### src/design/bcd_pkg.sv
// Package for the buffer cache directory: command, status and state codes,
// slot record types and small helper functions. No dependencies.
package bcd_pkg;

	localparam int NUM_SLOTS_DEF = 32;
	localparam int IDX_W = 6;
	localparam logic [31:0] LIMIT_RST = 32'd1048576;
	localparam logic [15:0] CNT_MAX = 16'hFFFF;
	localparam int FLAG_VALID = 0;
	localparam int FLAG_WRITABLE = 1;

	typedef enum logic [3:0] {
		CMD_LOOKUP = 4'd0, CMD_ALLOC = 4'd1, CMD_REL_READ = 4'd2,
		CMD_WRITE_REF = 4'd3, CMD_REL_WRITE = 4'd4, CMD_LOCK = 4'd5,
		CMD_UNLOCK = 4'd6, CMD_SET_VALID = 4'd7, CMD_SET_INVALID = 4'd8,
		CMD_SET_WRITABLE = 4'd9, CMD_SET_CLEAN = 4'd10, CMD_RENAME = 4'd11
	} cmd_t;

	typedef enum logic [2:0] {
		ST_HIT = 3'd0, ST_INSERTED = 3'd1, ST_MISS = 3'd2, ST_OK = 3'd3,
		ST_NO_FREE = 3'd4, ST_UNDERFLOW = 3'd5
	} status_t;

	typedef enum logic [0:0] {
		KIND_RESP = 1'b0, KIND_WRITEBACK = 1'b1
	} kind_t;

	typedef enum logic [3:0] {
		S_IDLE, S_EXEC, S_FIND, S_NOTFOUND, S_RNDROP, S_RNKEY,
		S_EVCHK, S_ROT, S_WB, S_DROPV, S_ALLOC
	} state_t;

	typedef struct packed {
		logic [7:0]  key_type;
		logic [63:0] key_space;
		logic [63:0] key_inode;
		logic [7:0]  key_level;
		logic [63:0] key_offset;
	} key_t;

	typedef struct packed {
		logic [15:0] rc;
		logic [15:0] wc;
		logic [15:0] lc;
		logic [15:0] uc;
		logic [1:0]  flags;
	} cnt_t;

	typedef struct packed {
		key_t             key;
		logic [23:0]      bytes;
		cnt_t             cnt;
		logic [IDX_W-1:0] next;
	} slot_rd_t;

	typedef struct packed {
		logic             entry_we;
		logic             key_we;
		logic             cnt_we;
		logic             free_we;
		logic             next_we;
		logic [IDX_W-1:0] addr;
		logic [IDX_W-1:0] next_addr;
		logic [IDX_W-1:0] next_data;
		key_t             key;
		logic [23:0]      bytes;
		cnt_t             cnt;
	} slot_wr_t;

	typedef struct packed {
		logic       kind;
		logic [2:0] status;
		logic [4:0] result_slot;
		logic       valid_flag;
		logic       writable_flag;
		logic       last;
	} rsp_t;

	function automatic logic [15:0] inc_sat(input logic [15:0] v);
		return (v == CNT_MAX) ? CNT_MAX : v + 16'd1;
	endfunction

	function automatic logic cnt_idle(input cnt_t c);
		return (c.rc == 16'd0) && (c.wc == 16'd0) && (c.lc == 16'd0);
	endfunction

	function automatic rsp_t make_rsp(input kind_t k, input status_t st,
			input logic [4:0] s, input logic [1:0] fl, input logic lst);
		rsp_t r;
		r.kind = k;
		r.status = st;
		r.result_slot = s;
		r.valid_flag = fl[FLAG_VALID];
		r.writable_flag = fl[FLAG_WRITABLE];
		r.last = lst;
		return r;
	endfunction

endpackage

### src/design/bcd_if.sv
// Channel interfaces of the buffer cache directory: request, response and
// configuration write. No dependencies.
interface bcd_req_if;
	logic        valid;
	logic        ready;
	logic [3:0]  command;
	logic [7:0]  key_type;
	logic [63:0] key_space;
	logic [63:0] key_inode;
	logic [7:0]  key_level;
	logic [63:0] key_offset;
	logic [23:0] buf_size;
	logic [4:0]  slot;
	modport source(output valid, command, key_type, key_space, key_inode, key_level,
		key_offset, buf_size, slot, input ready);
	modport sink(input valid, command, key_type, key_space, key_inode, key_level,
		key_offset, buf_size, slot, output ready);
endinterface

interface bcd_rsp_if;
	logic       valid;
	logic       ready;
	logic       kind;
	logic [2:0] status;
	logic [4:0] result_slot;
	logic       valid_flag;
	logic       writable_flag;
	logic       last;
	modport source(output valid, kind, status, result_slot, valid_flag, writable_flag,
		last, input ready);
	modport sink(input valid, kind, status, result_slot, valid_flag, writable_flag,
		last, output ready);
endinterface

interface bcd_cfg_if;
	logic        valid;
	logic        ready;
	logic [31:0] data;
	modport source(output valid, data, input ready);
	modport sink(input valid, data, output ready);
endinterface

### src/design/bcd_seq.sv
// Command sequencer: order list walk, eviction rotation, allocation, count
// and flag updates, byte total and response register. Depends on bcd_pkg,
// bcd_if.
module bcd_seq import bcd_pkg::*; #(
	parameter int NUM_SLOTS = NUM_SLOTS_DEF
) (
	input  logic                 clk,
	input  logic                 arst_n,
	bcd_req_if.sink              req,
	bcd_rsp_if.source            rsp,
	bcd_cfg_if.sink              cfg,
	output logic [IDX_W-1:0]     rd_addr,
	input  slot_rd_t             rd,
	output slot_wr_t             wr,
	input  logic [NUM_SLOTS-1:0] used,
	input  logic [NUM_SLOTS-1:0] idle
);
	localparam int SW = $clog2(NUM_SLOTS);

	state_t state_q, state_d;
	logic [3:0]    cmd_q;
	key_t          key_q;
	logic [23:0]   size_q;
	logic [4:0]    slot_q;
	logic [SW-1:0] cur_q, cur_d, prev_q, prev_d, head_q, head_d, tail_q, tail_d;
	logic          prev_vld_q, prev_vld_d, head_vld_q, head_vld_d;
	logic [31:0]   bytes_q, bytes_d, limit_q;
	rsp_t          out_q, emit_d;
	logic          ov_q, emit_en, can_emit;

	logic          bad, unknown, is_find, match, at_tail, busy, evict_go, free_found;
	logic [SW-1:0] free_idx, slot_idx;
	cnt_t          cnt_n;
	logic          uf;
	key_t          in_key;

	assign in_key = '{req.key_type, req.key_space, req.key_inode, req.key_level,
		req.key_offset};
	assign req.ready = (state_q == S_IDLE);
	assign cfg.ready = 1'b1;
	assign rd_addr = IDX_W'(cur_q);
	assign can_emit = !ov_q || rsp.ready;
	assign bad = (7'(slot_q) >= 7'(NUM_SLOTS)) || !used[SW'(slot_q)];
	assign unknown = cmd_q > CMD_RENAME;
	assign is_find = (req.command == CMD_LOOKUP) || (req.command == CMD_ALLOC);
	assign slot_idx = SW'(slot_q);
	assign match = (rd.key == key_q);
	assign at_tail = (cur_q == tail_q);
	assign busy = (rd.cnt.uc != 16'd0) || !cnt_idle(rd.cnt);
	assign evict_go = (bytes_q > limit_q) && (|(used & idle)) && head_vld_q;

	always_comb begin
		free_found = 1'b0;
		free_idx = '0;
		for (int i = NUM_SLOTS - 1; i >= 0; i--) begin
			if (!used[i]) begin
				free_found = 1'b1;
				free_idx = SW'(i);
			end
		end
	end

	// count and flag commands
	always_comb begin
		cnt_n = rd.cnt;
		uf = 1'b0;
		case (cmd_q)
			CMD_REL_READ: begin
				if (rd.cnt.rc == 16'd0) uf = 1'b1;
				else cnt_n.rc = rd.cnt.rc - 16'd1;
			end
			CMD_REL_WRITE: begin
				if (rd.cnt.wc == 16'd0) uf = 1'b1;
				else cnt_n.wc = rd.cnt.wc - 16'd1;
			end
			CMD_UNLOCK: begin
				if (rd.cnt.lc == 16'd0) uf = 1'b1;
				else cnt_n.lc = rd.cnt.lc - 16'd1;
			end
			CMD_WRITE_REF: begin
				cnt_n.wc = inc_sat(rd.cnt.wc);
				cnt_n.uc = inc_sat(rd.cnt.uc);
			end
			CMD_LOCK: cnt_n.lc = inc_sat(rd.cnt.lc);
			CMD_SET_VALID: cnt_n.flags[FLAG_VALID] = 1'b1;
			CMD_SET_INVALID: cnt_n.flags[FLAG_VALID] = 1'b0;
			CMD_SET_WRITABLE: cnt_n.flags[FLAG_WRITABLE] = 1'b1;
			CMD_SET_CLEAN: cnt_n.flags[FLAG_WRITABLE] = 1'b0;
			default: cnt_n = rd.cnt;
		endcase
	end

	always_comb begin
		state_d = state_q;
		unique case (state_q)
			S_IDLE: begin
				if (req.valid) begin
					if (is_find) state_d = head_vld_q ? S_FIND : S_NOTFOUND;
					else state_d = S_EXEC;
				end
			end
			S_EXEC: begin
				if (!unknown && !bad && cmd_q == CMD_RENAME)
					state_d = head_vld_q ? S_FIND : S_NOTFOUND;
				else if (can_emit) state_d = S_IDLE;
			end
			S_FIND: begin
				if (match) begin
					if (cmd_q == CMD_RENAME)
						state_d = (cur_q == slot_idx) ? S_RNKEY : S_RNDROP;
					else if (can_emit) state_d = S_IDLE;
				end else if (at_tail) begin
					state_d = S_NOTFOUND;
				end
			end
			S_NOTFOUND: begin
				if (cmd_q == CMD_ALLOC) state_d = S_EVCHK;
				else if (cmd_q == CMD_RENAME) state_d = S_RNKEY;
				else if (can_emit) state_d = S_IDLE;
			end
			S_RNDROP: state_d = S_RNKEY;
			S_RNKEY: if (can_emit) state_d = S_IDLE;
			S_EVCHK: state_d = evict_go ? S_ROT : S_ALLOC;
			S_ROT: begin
				if (!busy) state_d = rd.cnt.flags[FLAG_WRITABLE] ? S_WB : S_DROPV;
			end
			S_WB: if (can_emit) state_d = S_DROPV;
			S_DROPV: state_d = S_EVCHK;
			S_ALLOC: if (can_emit) state_d = S_IDLE;
			default: state_d = S_IDLE;
		endcase
	end

	always_comb begin
		wr = '0;
		wr.addr = IDX_W'(cur_q);
		emit_en = 1'b0;
		emit_d = '0;
		cur_d = cur_q;
		prev_d = prev_q;
		prev_vld_d = prev_vld_q;
		head_d = head_q;
		head_vld_d = head_vld_q;
		tail_d = tail_q;
		bytes_d = bytes_q;
		unique case (state_q)
			S_IDLE: begin
				cur_d = is_find ? head_q : SW'(req.slot);
				prev_vld_d = 1'b0;
			end
			S_EXEC: begin
				if (!unknown && !bad && cmd_q == CMD_RENAME) begin
					cur_d = head_q;
					prev_vld_d = 1'b0;
				end else if (can_emit) begin
					emit_en = 1'b1;
					if (unknown) begin
						emit_d = make_rsp(KIND_RESP, ST_OK, 5'd0, 2'd0, 1'b1);
					end else if (bad) begin
						emit_d = make_rsp(KIND_RESP, ST_MISS, slot_q, 2'd0, 1'b1);
					end else if (uf) begin
						emit_d = make_rsp(KIND_RESP, ST_UNDERFLOW, slot_q, rd.cnt.flags, 1'b1);
					end else begin
						wr.cnt_we = 1'b1;
						wr.cnt = cnt_n;
						emit_d = make_rsp(KIND_RESP, ST_OK, slot_q, cnt_n.flags, 1'b1);
					end
				end
			end
			S_FIND: begin
				if (match) begin
					if (cmd_q != CMD_RENAME && can_emit) begin
						wr.cnt_we = 1'b1;
						wr.cnt = rd.cnt;
						wr.cnt.rc = inc_sat(rd.cnt.rc);
						wr.cnt.uc = inc_sat(rd.cnt.uc);
						emit_en = 1'b1;
						emit_d = make_rsp(KIND_RESP, ST_HIT, 5'(cur_q), rd.cnt.flags, 1'b1);
					end else if (cmd_q == CMD_RENAME && cur_q == slot_idx) begin
						cur_d = slot_idx;
					end
				end else if (!at_tail) begin
					prev_d = cur_q;
					prev_vld_d = 1'b1;
					cur_d = SW'(rd.next);
				end
			end
			S_NOTFOUND: begin
				if (cmd_q == CMD_RENAME) begin
					cur_d = slot_idx;
				end else if (cmd_q != CMD_ALLOC && can_emit) begin
					emit_en = 1'b1;
					emit_d = make_rsp(KIND_RESP, ST_MISS, 5'd0, 2'd0, 1'b1);
				end
			end
			S_RNDROP: begin
				if (!prev_vld_q) begin
					if (at_tail) begin
						head_vld_d = 1'b0;
						tail_d = '0;
					end else begin
						head_d = SW'(rd.next);
					end
				end else begin
					wr.next_we = 1'b1;
					wr.next_addr = IDX_W'(prev_q);
					wr.next_data = rd.next;
					if (at_tail) tail_d = prev_q;
				end
				bytes_d = bytes_q - 32'(rd.bytes);
				wr.free_we = 1'b1;
				cur_d = slot_idx;
			end
			S_RNKEY: begin
				if (can_emit) begin
					wr.key_we = 1'b1;
					wr.key = key_q;
					emit_en = 1'b1;
					emit_d = make_rsp(KIND_RESP, ST_OK, 5'(cur_q), rd.cnt.flags, 1'b1);
				end
			end
			S_EVCHK: cur_d = head_q;
			S_ROT: begin
				if (busy) begin
					wr.cnt_we = 1'b1;
					wr.cnt = rd.cnt;
					wr.cnt.uc = rd.cnt.uc >> 1;
					if (!at_tail) begin
						head_d = SW'(rd.next);
						wr.next_we = 1'b1;
						wr.next_addr = IDX_W'(tail_q);
						wr.next_data = IDX_W'(cur_q);
						tail_d = cur_q;
						cur_d = SW'(rd.next);
					end
				end
			end
			S_WB: begin
				if (can_emit) begin
					emit_en = 1'b1;
					emit_d = make_rsp(KIND_WRITEBACK, ST_OK, 5'(cur_q), rd.cnt.flags, 1'b0);
					wr.cnt_we = 1'b1;
					wr.cnt = rd.cnt;
					wr.cnt.flags[FLAG_WRITABLE] = 1'b0;
				end
			end
			S_DROPV: begin
				if (at_tail) begin
					head_vld_d = 1'b0;
					tail_d = '0;
				end else begin
					head_d = SW'(rd.next);
				end
				bytes_d = bytes_q - 32'(rd.bytes);
				wr.free_we = 1'b1;
			end
			S_ALLOC: begin
				if (can_emit) begin
					emit_en = 1'b1;
					if (!free_found) begin
						emit_d = make_rsp(KIND_RESP, ST_NO_FREE, 5'd0, 2'd0, 1'b1);
					end else begin
						wr.entry_we = 1'b1;
						wr.addr = IDX_W'(free_idx);
						wr.key = key_q;
						wr.bytes = size_q;
						wr.cnt = '{16'd1, 16'd0, 16'd0, 16'd1, 2'd0};
						if (head_vld_q) begin
							wr.next_we = 1'b1;
							wr.next_addr = IDX_W'(tail_q);
							wr.next_data = IDX_W'(free_idx);
						end else begin
							head_d = free_idx;
							head_vld_d = 1'b1;
						end
						tail_d = free_idx;
						bytes_d = bytes_q + 32'(size_q);
						emit_d = make_rsp(KIND_RESP, ST_INSERTED, 5'(free_idx), 2'd0, 1'b1);
					end
				end
			end
			default: emit_en = 1'b0;
		endcase
	end

	always_ff @(posedge clk or negedge arst_n) begin
		if (!arst_n) begin
			state_q <= S_IDLE;
			head_vld_q <= 1'b0;
			head_q <= '0;
			tail_q <= '0;
			bytes_q <= '0;
			limit_q <= LIMIT_RST;
			ov_q <= 1'b0;
			prev_vld_q <= 1'b0;
		end else begin
			state_q <= state_d;
			head_vld_q <= head_vld_d;
			head_q <= head_d;
			tail_q <= tail_d;
			bytes_q <= bytes_d;
			prev_vld_q <= prev_vld_d;
			if (cfg.valid) limit_q <= cfg.data;
			if (emit_en) ov_q <= 1'b1;
			else if (rsp.ready) ov_q <= 1'b0;
		end
	end

	always_ff @(posedge clk) begin
		cur_q <= cur_d;
		prev_q <= prev_d;
		if (emit_en) out_q <= emit_d;
		if (req.valid && req.ready) begin
			cmd_q <= req.command;
			key_q <= in_key;
			size_q <= req.buf_size;
			slot_q <= req.slot;
		end
	end

	assign rsp.valid = ov_q;
	assign rsp.kind = out_q.kind;
	assign rsp.status = out_q.status;
	assign rsp.result_slot = out_q.result_slot;
	assign rsp.valid_flag = out_q.valid_flag;
	assign rsp.writable_flag = out_q.writable_flag;
	assign rsp.last = out_q.last;

	a_empty_list: assert property (@(posedge clk) disable iff (!arst_n)
		!head_vld_q |-> (used == '0))
		else $error("empty order list with slots in use");
	a_wb_not_last: assert property (@(posedge clk) disable iff (!arst_n)
		(ov_q && out_q.kind == KIND_WRITEBACK) |-> !out_q.last)
		else $error("writeback request marked last");
	a_rot_list: assert property (@(posedge clk) disable iff (!arst_n)
		(state_q == S_ROT || state_q == S_DROPV) |-> head_vld_q)
		else $error("eviction on empty list");
	a_emit_free: assert property (@(posedge clk) disable iff (!arst_n)
		emit_en |-> (!ov_q || rsp.ready))
		else $error("response overwritten");

endmodule

### src/flat_wrapper.sv
// flat-port wrapper written by rule: the top's interface ports become plain ports
module bcd_seq_flat import bcd_pkg::*;
#(
	parameter int NUM_SLOTS = NUM_SLOTS_DEF
)
  (clk, arst_n, rd_addr, rd, wr, used, idle, req_valid, req_command, req_key_type, req_key_space, req_key_inode, req_key_level, req_key_offset, req_buf_size, req_slot, req_ready, rsp_valid, rsp_kind, rsp_status, rsp_result_slot, rsp_valid_flag, rsp_writable_flag, rsp_last, rsp_ready, cfg_valid, cfg_data, cfg_ready);
  bcd_req_if req_i ();
  bcd_rsp_if rsp_i ();
  bcd_cfg_if cfg_i ();
  input  logic clk;
  input  logic arst_n;
  output logic [IDX_W-1:0] rd_addr;
  input  slot_rd_t rd;
  output slot_wr_t wr;
  input  logic [NUM_SLOTS-1:0] used;
  input  logic [NUM_SLOTS-1:0] idle;
  input wire logic [$bits(req_i.valid)-1:0] req_valid;
  input wire logic [$bits(req_i.command)-1:0] req_command;
  input wire logic [$bits(req_i.key_type)-1:0] req_key_type;
  input wire logic [$bits(req_i.key_space)-1:0] req_key_space;
  input wire logic [$bits(req_i.key_inode)-1:0] req_key_inode;
  input wire logic [$bits(req_i.key_level)-1:0] req_key_level;
  input wire logic [$bits(req_i.key_offset)-1:0] req_key_offset;
  input wire logic [$bits(req_i.buf_size)-1:0] req_buf_size;
  input wire logic [$bits(req_i.slot)-1:0] req_slot;
  output wire logic [$bits(req_i.ready)-1:0] req_ready;
  output wire logic [$bits(rsp_i.valid)-1:0] rsp_valid;
  output wire logic [$bits(rsp_i.kind)-1:0] rsp_kind;
  output wire logic [$bits(rsp_i.status)-1:0] rsp_status;
  output wire logic [$bits(rsp_i.result_slot)-1:0] rsp_result_slot;
  output wire logic [$bits(rsp_i.valid_flag)-1:0] rsp_valid_flag;
  output wire logic [$bits(rsp_i.writable_flag)-1:0] rsp_writable_flag;
  output wire logic [$bits(rsp_i.last)-1:0] rsp_last;
  input wire logic [$bits(rsp_i.ready)-1:0] rsp_ready;
  input wire logic [$bits(cfg_i.valid)-1:0] cfg_valid;
  input wire logic [$bits(cfg_i.data)-1:0] cfg_data;
  output wire logic [$bits(cfg_i.ready)-1:0] cfg_ready;
  assign req_i.valid = req_valid;
  assign req_i.command = req_command;
  assign req_i.key_type = req_key_type;
  assign req_i.key_space = req_key_space;
  assign req_i.key_inode = req_key_inode;
  assign req_i.key_level = req_key_level;
  assign req_i.key_offset = req_key_offset;
  assign req_i.buf_size = req_buf_size;
  assign req_i.slot = req_slot;
  assign req_ready = req_i.ready;
  assign rsp_valid = rsp_i.valid;
  assign rsp_kind = rsp_i.kind;
  assign rsp_status = rsp_i.status;
  assign rsp_result_slot = rsp_i.result_slot;
  assign rsp_valid_flag = rsp_i.valid_flag;
  assign rsp_writable_flag = rsp_i.writable_flag;
  assign rsp_last = rsp_i.last;
  assign rsp_i.ready = rsp_ready;
  assign cfg_i.valid = cfg_valid;
  assign cfg_i.data = cfg_data;
  assign cfg_ready = cfg_i.ready;
  bcd_seq #(.NUM_SLOTS(NUM_SLOTS)) u_core (.clk(clk), .arst_n(arst_n), .req(req_i), .rsp(rsp_i), .cfg(cfg_i), .rd_addr(rd_addr), .rd(rd), .wr(wr), .used(used), .idle(idle));
endmodule
### config.mk
export PLATFORM = sky130hd
export DESIGN_NAME = bcd_seq_flat
export DESIGN_NICKNAME = d
export VERILOG_FILES = /design/src/design/bcd_pkg.sv /design/src/design/bcd_if.sv /design/src/design/bcd_seq.sv /design/src/flat_wrapper.sv
export SDC_FILE = /design/constraint.sdc
export NUM_CORES = 1
export LEC_CHECK = 0
export BUFFER_PORTS_ARGS = -buffer_cell sky130_fd_sc_hd__buf_2
export CORE_AREA = 2 2 386 388
export CTS_CLUSTER_DIAMETER = 30
export CTS_CLUSTER_SIZE = 20
export DETAILED_ROUTE_END_ITERATION = 10
export DIE_AREA = 0 0 388 390
export GPL_TIMING_DRIVEN = 1
export PLACE_DENSITY = 0.31
export RECOVER_POWER = 50
export SLEW_MARGIN = 20
export SYNTH_ARGS = -nofsm -noshare
export SYNTH_HDL_FRONTEND = slang
export SYNTH_SLANG_ARGS = --single-unit
### constraint.sdc
create_clock -name clk -period 18.4 [get_ports clk]
set_input_delay 5.52 -clock clk [delete_from_list [all_inputs] [get_ports clk]]
set_output_delay 5.52 -clock clk [all_outputs]
set_load 0.005 [all_outputs]
==> impl_metrics.tcl, run 1 <==
set metrics [dict create \
    grt_overflow 0 \
    netSwitchingFraction 0.344 \
    min-delay-start "u_core.bytes_q[31]$_DFFE_PN0P_" \
    cap_viol_max_count 7 \
    final_hold_viol_count 0 \
    syn_area_um2 23800 \
    drt_wl_total_um 140000 \
    r2r-start "u_core.state_q[1]$_DFFE_PN0P_" \
    async_reset_ff_frac 0.235 \
    ant_nets 0 \
    synth_area_leaders "edfxtp_1 (33%), dfrtp_1 (8.4%), xnor2_1 (7.0%), and2_1 (6.0%), o21ai_0 (3.9%)" \
    rows 141 \
    end_kind "output port" \
    synth.distinct_cells 90 \
    yosys_warnings 0 \
    power_density_nw_per_um2 129 \
    grt_max_degree 204 \
    synth_top_cell_by_area "edfxtp_1" \
    p_leak_nw 15.2 \
    ys.flop_type "edfxtp_1" \
    clock_latency_ns 0.74 \
    holdPathStages 1 \
    min_period_over_period 0.851 \
    finalSetupTns_ns 0 \
    worst_ep_required_time_ns 12.88 \
    violations "max-capacitance violations, max-slew violations" \
    final_cell_mix "buf_2 (949), edfxtp_1 (263), and2_1 (229), nand2_1 (219), xnor2_1 (189)" \
    p_seq_frac 0.296 \
    gp_congestion 0.848 \
    min_path_type "reg -> reg" \
    grt_pass1_wl_um 192000 \
    io_buffers 983 \
    power_frac_comb 0.251 \
    antenna_found_initial 89 \
    clockBufferDepth 3 \
    critPathLaunchType "input pin" \
    cp_max_fo 31 \
    die_h_um 390 \
    status "finished with violations" \
    ys_seq_elements 344 \
    vias 24392 \
    rsz0062_at_grt "false" \
    die_x_um 388 \
    critPathKind "in -> out" \
    setup_viol 0 \
    numCtsBuffers 133 \
    post-dp-hpwl_um 115000 \
    clock_sinks 344 \
    report.final.slew_viol_count 346 \
    drc_errors 0 \
    p_int_mw 2.96 \
    synth-seq-area-share 0.418 \
    ir_drop_mv 0.0987 \
    worst_pin_slew_ns 3.83 \
    cts_htree_levels 4 \
    post_cts_buffers 0 \
    grt_usage 0.179 \
    start_util 0.162 \
    r2r_setup_slack_ns 9.74 \
    syn_to_final_growth_pct 47.2 \
    vias_per_cell 4.33 \
    grt_pass1_vias 24827 \
    drive_above_1_share 0.326 \
    cp.arrival_ns 10.13 \
    root_buffer "clkbuf_16" \
    fmax_mhz 63.9 \
    switching_power_mw 1.55 \
    synth_top_area_frac 0.332 \
    drt_iter0_drc 1274 \
    cts_tree "built" \
    fin_crit_ns 15.65 \
    core_um2 147000 \
    syn_avg_cell_area_um2 9.26 \
    synth_edf_count 263 \
    relSlewSlack -1.55 \
    drt_pass1_iterations 5 \
    wl_per_cell_um 24.9 \
    nNetsFinal 4294 \
    pin_count 988 \
    finalClockSkew_ns 0.0395 \
    syn_inst 2566 \
    final_util 0.238 \
    cts.clk_slew.worst_paths_ns 0.04 \
    min_to "u_core.bytes_q[31]$_DFFE_PN0P_" \
    rr_worst_depth 5 \
    pwr-share-clk 0.453 \
    postCtsHoldBufs 0 \
    r2r_end "u_core.key_q[75]$_DFFE_PP_" \
    cts.repair.resized 0 \
    final_common_cell "buf_2" \
    die_area_um2 151000 \
]
[worst max path at each step]
stage,slack [ns],endpoint,startpoint
3_5_place_dp,2.63,wr[62],rd[252]
5_1_grt,2.48,wr[62],rd[252]
2_1_floorplan,4.90,wr[29],rd[33]
4_1_cts,2.60,wr[62],rd[252]
6_report,2.75,wr[62],rd[252]
3_3_place_gp,2.63,wr[62],rd[119]
[cell type report]
| cell class | instances | area [um2] |
|---|---|---|
| Multi-Input combinational cell | 1987 | 12900 |
| Antenna cell | 28 | 70.1 |
| Timing Repair Buffer | 1014 | 5090 |
| Sequential cell | 344 | 9930 |
| Fill cell | 16404 | 112000 |
| Clock buffer | 169 | 3610 |
| Clock inverter | 69 | 592 |
| Tap cell | 1930 | 2410 |
| Inverter | 95 | 357 |
[power by group through the flow]
| stage | Clock (mW) | Combinational [mW] | Sequential [mW] |
|---|---|---|---|
| floorplan | 0 | 0.714 | 1.25 |
| global placement | 0 | 1.17 | 1.34 |
| detailed placement | 0 | 1.16 | 1.34 |
| CTS | 2.10 | 1.17 | 1.33 |
| global route | 2.14 | 1.26 | 1.36 |
| finish | 2.05 | 1.13 | 1.33 |
[metal layers]
| metal | part of all wire | GRT usage | up-vias |
|---|---|---|---|
| met4 | 0.022 | 0.0470 | 88 |
| met5 | 0.0040 | 0 | - |
| met1 | 0.40 | 0.205 | 11690 |
| met3 | 0.076 | 0.0628 | 256 |
| li1 | - | - | 11471 |
| met2 | 0.50 | 0.314 | 887 |
[worst max-delay path, stage by stage]
cell and delay [ns]:
buf_2 0.11, xor2_1 0.15, nor4_1 0.51, nand4_1 0.22, or4_1 0.57, nor4_2 0.57, nor4b_4 0.76, nand3_2 0.53
buf_4 0.42, inv_1 0.31, a21oi_1 0.11, o21ai_0 0.19, buf_2 0.15
[synthesized netlist by cell type (all sizes together) (5+ instances only)]
| library cell | instances |
|---|---|
| a211oi | 7 |
| a21o | 34 |
| a21oi | 159 |
| a221o | 10 |
| a221oi | 17 |
| a222oi | 7 |
| a22o | 14 |
| a22oi | 30 |
| a31oi | 22 |
| a32o | 9 |
| and2 | 230 |
| and3 | 39 |
| buf | 24 |
| clkbuf | 118 |
| dfrtp | 80 |
| edfxtp | 263 |
| ha | 72 |
| inv | 93 |
| mux2i | 13 |
| mux4 | 10 |
| nand2 | 220 |
| nand2b | 33 |
| nand3 | 62 |
| nand3b | 6 |
| nand4 | 69 |
| nor2 | 176 |
| nor2b | 19 |
| nor3 | 44 |
| nor3b | 5 |
| nor4 | 44 |
| nor4b | 7 |
| o2111ai | 7 |
| o211ai | 9 |
| o21a | 8 |
| o21ai | 189 |
| o21bai | 5 |
| o221ai | 18 |
| o22ai | 27 |
| o31ai | 12 |
| or2 | 8 |
| or3 | 11 |
| or4 | 6 |
| xnor2 | 189 |
| xor2 | 85 |
[state kept, by name (all words and copies together) (netlist names), 4 cells and up]
| name | count |
|---|---|
| u_core.cmd_q | 4 |
| u_core.size_q | 24 |
| u_core.slot_idx | 5 |
| u_core.cur_q | 5 |
| u_core.tail_q | 5 |
| u_core.bytes_q | 32 |
| u_core.head_q | 5 |
| u_core.key_q | 208 |
| u_core.state_q | 4 |
| u_core.rsp.result_slot | 5 |
| u_core.prev_q | 5 |
| u_core.limit_q | 32 |
[logic make-up after synthesis]
| group | after synthesis | synth area share |
|---|---|---|
| AO/OA/AOI/OAI | 625 | 0.168 |
| XOR/XNOR | 274 | 0.101 |
| adder cells (fa/ha/maj) | 73 | 0.0388 |
| buffers and inverters | 237 | 0.0404 |
| flip-flops | 344 | 0.418 |
| multiplexers | 26 | 0.0165 |
| other | 2 | 0.000316 |
| AND/OR/NAND/NOR | 985 | 0.218 |
[metrics by stage]
step | hold WS [ns] | cells | worst slack (ns) | instance area, um2 | power [mW]
2_1_floorplan | 0.450 | 2568 | 4.90 | 23800 | 1.97
3_3_place_gp | 0.482 | 5370 | 2.63 | 30800 | 2.51
3_5_place_dp | 0.485 | 5370 | 2.63 | 30800 | 2.50
4_1_cts | 0.491 | 5608 | 2.60 | 35000 | 4.60
5_1_grt | 0.520 | 5619 | 2.48 | 34900 | 4.77
6_report | 0.481 | 5636 | 2.75 | 35000 | 4.51
Note: power is estimated with default switching activity, not from simulation.
==> inputs of run 2 (changes only) <==
--- a/config.mk
+++ b/config.mk
@@ -6,14 +6,14 @@
 export NUM_CORES = 1
 export LEC_CHECK = 0
 export BUFFER_PORTS_ARGS = -buffer_cell sky130_fd_sc_hd__buf_2
-export CORE_AREA = 2 2 386 388
+export CORE_AREA = 2 2 382 384
+export CTS_BUF_LIST = sky130_fd_sc_hd__clkbuf_8
 export CTS_CLUSTER_DIAMETER = 30
 export CTS_CLUSTER_SIZE = 20
 export DETAILED_ROUTE_END_ITERATION = 10
-export DIE_AREA = 0 0 388 390
+export DIE_AREA = 0 0 384 386
 export GPL_TIMING_DRIVEN = 1
 export PLACE_DENSITY = 0.31
-export RECOVER_POWER = 50
 export SLEW_MARGIN = 20
 export SYNTH_ARGS = -nofsm -noshare
 export SYNTH_HDL_FRONTEND = slang
==> run 2 against run 1 <==
Net effect:
- the run now ends clean
- critical path depth unchanged
- sequential share of layout area is 1.3 points higher
- worst hold slack worse by 0.0016 ns
- first-iteration DRC count up 7.1%
- maximum frequency fell by 2.1%
- critical endpoint unchanged
- largest cell class unchanged
- highest routed layer unchanged
==> impl_metrics.tcl, run 2 (synthesis gave the netlist of run 1 again) <==
set metrics [dict create \
    status "completed" \
    power_frac_comb 0.301 \
    final_common_cell "buf_2" \
    cts_tree "built" \
    cts_htree_levels 4 \
    grt_pass1_vias 24398 \
    drt_iter0_drc 1364 \
    post-dp-hpwl_um 116000 \
    ant_nets 0 \
    antenna_found_initial 81 \
    clockBufferDepth 3 \
    fmax_mhz 62.6 \
    clock_sinks 344 \
    finalClockSkew_ns 0.0960 \
    setup_viol 0 \
    end_kind "output port" \
    worst_pin_slew_ns 1.02 \
    p_int_mw 2.33 \
    cts.repair.resized 0 \
    final_util 0.231 \
    io_buffers 983 \
    cpMostUsedCell "buf_2" \
    critPathLaunchType "input pin" \
    netSwitchingFraction 0.380 \
    slowest_stage "nor4b_4" \
    gp_congestion 0.866 \
    largest_reg_flops 208 \
    report.final.slew_viol_count 0 \
    grt_pass1_wl_um 189000 \
    max_stage_delay_ns 0.76 \
    drt_wl_total_um 140000 \
    dp.cells 5350 \
    ir_drop_mv 0.0630 \
    fin_crit_ns 15.99 \
    power_density_nw_per_um2 113 \
    regMostFlops "u_core.key_q" \
    cp_max_fo 23 \
    cts.clk_slew.worst_paths_ns 0.04 \
    die_h_um 386 \
    switching_power_mw 1.43 \
    vias_per_cell 4.33 \
    numCtsBuffers 132 \
    postCtsHoldBufs 0 \
    rsz0062_at_grt "false" \
    worst_ep_required_time_ns 12.88 \
    grt_max_degree 141 \
    nNetsFinal 4286 \
    layoutNonFillerInstCount 5614 \
    rows 140 \
    core_um2 145000 \
    drc_errors 0 \
    vias 24297 \
    fill_cells 16153 \
    min_period_over_period 0.869 \
    cp.arrival_ns 10.47 \
    final_cell_mix "buf_2 (982), edfxtp_1 (263), and2_1 (229), nand2_1 (219), xnor2_1 (189)" \
    die_x_um 384 \
    critPathKind "in -> out" \
    p_leak_nw 14.7 \
    pwr-share-clk 0.346 \
    path_cells "buf_2, xor2_1, nor4_1, nand4_1, or4_1, nor4_2, nor4b_4, nand3_2, buf_4, inv_1, a21oi_1, o21ai_0, buf_2" \
    post_cts_buffers 0 \
    grt_overflow 0 \
    p_seq_frac 0.353 \
    start_util 0.164 \
    post-route-cell-area_um2 33400 \
    syn_to_final_growth_pct 40.5 \
    root_buffer "clkbuf_8" \
    place_area_um2 30800 \
    reg_top3 "u_core.key_q: 208 flops, u_core.bytes_q: 32 flops, u_core.limit_q: 32 flops" \
    pin_count 988 \
    relSlewSlack 0.319 \
    clock_latency_ns 0.87 \
    drive_above_1_share 0.338 \
    final_hold_viol_count 0 \
    cap_viol_max_count 0 \
    min_path_type "reg -> reg" \
    die_area_um2 148000 \
    finalSetupTns_ns 0 \
    grt_usage 0.181 \
    wl_per_cell_um 25.0 \
    drt_pass1_iterations 5 \
]
## run 2: path summary, 6_finish.rpt
path | startpoint | to | slack, ns | cells after the start
max | rd[252] | wr[62] | 2.41 | 13
min | u_core.bytes_q[31]$_DFFE_PN0P_ | u_core.bytes_q[31]$_DFFE_PN0P_ | 0.48 | 1
max reg2reg | u_core.state_q[1]$_DFFE_PN0P_ | u_core.bytes_q[31]$_DFFE_PN0P_ | 12.40 | 17
min reg2reg | u_core.bytes_q[31]$_DFFE_PN0P_ | u_core.bytes_q[31]$_DFFE_PN0P_ | 0.48 | 1
max in group asynchronous | arst_n | u_core.state_q[2]$_DFFE_PN0P_ | 12.50 | 2
min in group asynchronous | arst_n | u_core.limit_q[16]$_DFFE_PN0P_ | 4.65 | 1
## run 2: area by class of cell
cell class	count	area (um2)	area share
Timing Repair Buffer	1007	5130	0.154
Clock inverter	99	651	0.0195
Sequential cell	344	9930	0.297
Tap cell	1917	2400	0.0718
Clock buffer	140	1930	0.0577
Multi-Input combinational cell	1987	12900	0.388
Inverter	95	357	0.0107
Antenna cell	25	62.6	0.00187
## run 2: metrics by stage
stage	hold slack, ns	setup WS (ns)	power [mW]
2_1_floorplan	0.450	4.90	1.97
3_3_place_gp	0.468	2.29	2.50
3_5_place_dp	0.481	2.24	2.49
4_1_cts	0.486	2.23	3.84
5_1_grt	0.526	2.16	4.00
6_report	0.479	2.41	3.76
## run 2: metal layers
metal | routed length [um] | share of wire | global-route usage
met5 | 501 | 0.0036 | 0
met4 | 2860 | 0.020 | 0.0447
met3 | 11200 | 0.080 | 0.0680
met2 | 71500 | 0.51 | 0.321
met1 | 54000 | 0.39 | 0.203
## run 2: worst max-delay path, delay by kind of cell
kind                   cells  cell delay (ns)
AO/OA/AOI/OAI              2             0.33
buffers and inverters      4             1.06
AND/OR/NAND/NOR            6             3.39
XOR/XNOR                   1             0.14
## run 2: power groups by stage
stage / Clock, mW / Combinational [mW] / Sequential, mW
3_3_place_gp: 0 / 1.15 / 1.35
5_1_grt: 1.39 / 1.26 / 1.35
3_5_place_dp: 0 / 1.15 / 1.35
4_1_cts: 1.35 / 1.15 / 1.33
2_1_floorplan: 0 / 0.714 / 1.25
6_report: 1.30 / 1.13 / 1.33
==> inputs of run 3 (changes only) <==
--- a/config.mk
+++ b/config.mk
@@ -6,14 +6,16 @@
 export NUM_CORES = 1
 export LEC_CHECK = 0
 export BUFFER_PORTS_ARGS = -buffer_cell sky130_fd_sc_hd__buf_2
-export CORE_AREA = 2 2 382 384
+export CELL_PAD_IN_SITES_DETAIL_PLACEMENT = 0
+export CELL_PAD_IN_SITES_GLOBAL_PLACEMENT = 1
+export CORE_AREA = 2 2 388 390
 export CTS_BUF_LIST = sky130_fd_sc_hd__clkbuf_8
 export CTS_CLUSTER_DIAMETER = 30
 export CTS_CLUSTER_SIZE = 20
 export DETAILED_ROUTE_END_ITERATION = 10
-export DIE_AREA = 0 0 384 386
+export DIE_AREA = 0 0 390 392
 export GPL_TIMING_DRIVEN = 1
-export PLACE_DENSITY = 0.31
+export PLACE_DENSITY = 0.39
 export SLEW_MARGIN = 20
 export SYNTH_ARGS = -nofsm -noshare
 export SYNTH_HDL_FRONTEND = slang
==> run 3 against run 2 <==
Net effect:
- sequential power about the same
- maximum frequency increased by 1.4%
- design area increased by 0.28%
- critical path type unchanged
- largest cell class unchanged
==> impl_metrics.tcl, run 3 (synthesis gave the netlist of run 1 again) <==
set metrics [dict create \
    finalSetupTns_ns 0 \
    end_kind "output port" \
    rsz0062_at_grt "false" \
    ir_drop_mv 0.0840 \
    vias_per_cell 4.39 \
    fin_ws_ns 2.64 \
    finalPower_mw 3.85 \
    clockBufferDepth 3 \
    min_period_over_period 0.857 \
    fmax_mhz 63.4 \
    power_density_nw_per_um2 115 \
    final_hold_viol_count 0 \
    final_cell_mix "buf_2 (981), edfxtp_1 (263), and2_1 (229), nand2_1 (220), xnor2_1 (189)" \
    postCtsHoldBufs 0 \
    die_area_um2 153000 \
    final_common_cell "buf_2" \
    ant_nets 0 \
    cap_viol_max_count 0 \
    io_buffers 983 \
    root_buffer "clkbuf_8" \
    report.final.slew_viol_count 0 \
    post_cts_buffers 0 \
    cp_max_fo 44 \
    pin_count 988 \
    syn_to_final_growth_pct 40.9 \
    die_h_um 392 \
    regMostFlops "u_core.key_q" \
    drt_pass1_iterations 5 \
    gp_congestion 0.934 \
    grt_usage 0.211 \
    drt_wl_total_um 167000 \
    cts.clk_slew.worst_paths_ns 0.05 \
    drt_iter0_drc 1509 \
    cp.arrival_ns 10.24 \
    worst_pin_slew_ns 1.00 \
    critPathKind "in -> out" \
    nNetsFinal 4276 \
    wl_per_cell_um 29.6 \
    largest_reg_flops 208 \
    cts_tree "built" \
    reg_top3 "u_core.key_q: 208 flops, u_core.bytes_q: 32 flops, u_core.limit_q: 32 flops" \
    antenna_found_initial 130 \
    fin_crit_ns 15.76 \
    rows 142 \
    die_x_um 390 \
    core_um2 149000 \
    post-dp-hpwl_um 142000 \
    r2r_setup_slack_ns 12.86 \
    grt_pass1_vias 25436 \
    start_util 0.160 \
    relSlewSlack 0.327 \
    grt_max_degree 208 \
    clock_latency_ns 0.83 \
    drive_above_1_share 0.340 \
    pre_cts_ws_ns 2.56 \
    min_path_type "reg -> reg" \
    fill_cells 16753 \
    status "completed" \
    finalClockSkew_ns 0.0900 \
    setup_viol 0 \
    cts_htree_levels 3 \
    cts.repair.resized 0 \
    grt_pass1_wl_um 221000 \
    critPathLaunchType "input pin" \
    numCtsBuffers 116 \
    worst_ep_required_time_ns 12.88 \
    p_leak_nw 14.7 \
    vias 24731 \
    clock_sinks 344 \
    grt_overflow 0 \
    drc_errors 0 \
]
[run 3: through the flow]
stage	util	hold WS, ns	instances	instance area (um2)
3_3_place_gp	0.207	0.481	5383	30800
2_1_floorplan	-	0.450	2568	23800
6_report	0.225	0.484	5637	33500
4_1_cts	0.224	0.487	5601	33400
5_1_grt	0.225	0.510	5613	33400
3_5_place_dp	0.207	0.477	5383	30800
[run 3: critical path, cell delays in order]
cell	delay, ns
buf_2	0.11
xor2_1	0.14
nor4_1	0.58
nand4_1	0.24
or4_1	0.57
nor4_1	0.74
nor4b_4	0.67
nand3_2	0.10
buf_4	0.32
and2_1	0.39
buf_4	0.26
o21ai_1	0.21
a22o_1	0.21
buf_2	0.15
[run 3: worst paths after layout]
check	from	endpoint	cells past startpoint
hold / removal	u_core.bytes_q[31]$_DFFE_PN0P_	u_core.bytes_q[31]$_DFFE_PN0P_	1
setup / recovery	rd[163]	wr[19]	14
min in group asynchronous	arst_n	u_core.limit_q[9]$_DFFE_PN0P_	1
setup reg to reg	u_core.state_q[1]$_DFFE_PN0P_	u_core.bytes_q[31]$_DFFE_PN0P_	18
max in group asynchronous	arst_n	u_core.head_q[2]$_DFFE_PN0P_	2
hold reg to reg	u_core.bytes_q[31]$_DFFE_PN0P_	u_core.bytes_q[31]$_DFFE_PN0P_	1
[run 3: routing by layer]
| metal | global-route usage | part of all wire |
|---|---|---|
| met1 | 0.232 | 0.37 |
| met4 | 0.0589 | 0.032 |
| met2 | 0.387 | 0.51 |
| met5 | 0 | 0.0038 |
| met3 | 0.0657 | 0.077 |
[run 3: power by group]
group / switching, mW / internal, mW / total [mW]
registers: 0.243 / 1.11 / 1.35
clock network: 0.508 / 0.817 / 1.32
logic: 0.720 / 0.453 / 1.17
total: 1.47 / 2.38 / 3.85
[run 3: cell type report]
type                       count  area, um2  share of cell area
clock inverter                89        796              0.0238
clock buffer                 129       1780              0.0530
multi-input combinational   1987      12900               0.386
inverter                      95        357              0.0106
sequential                   344       9930               0.296
tap                         1944       2430              0.0726
antenna                       36       90.1             0.00269
timing repair buffer        1013       5170               0.155
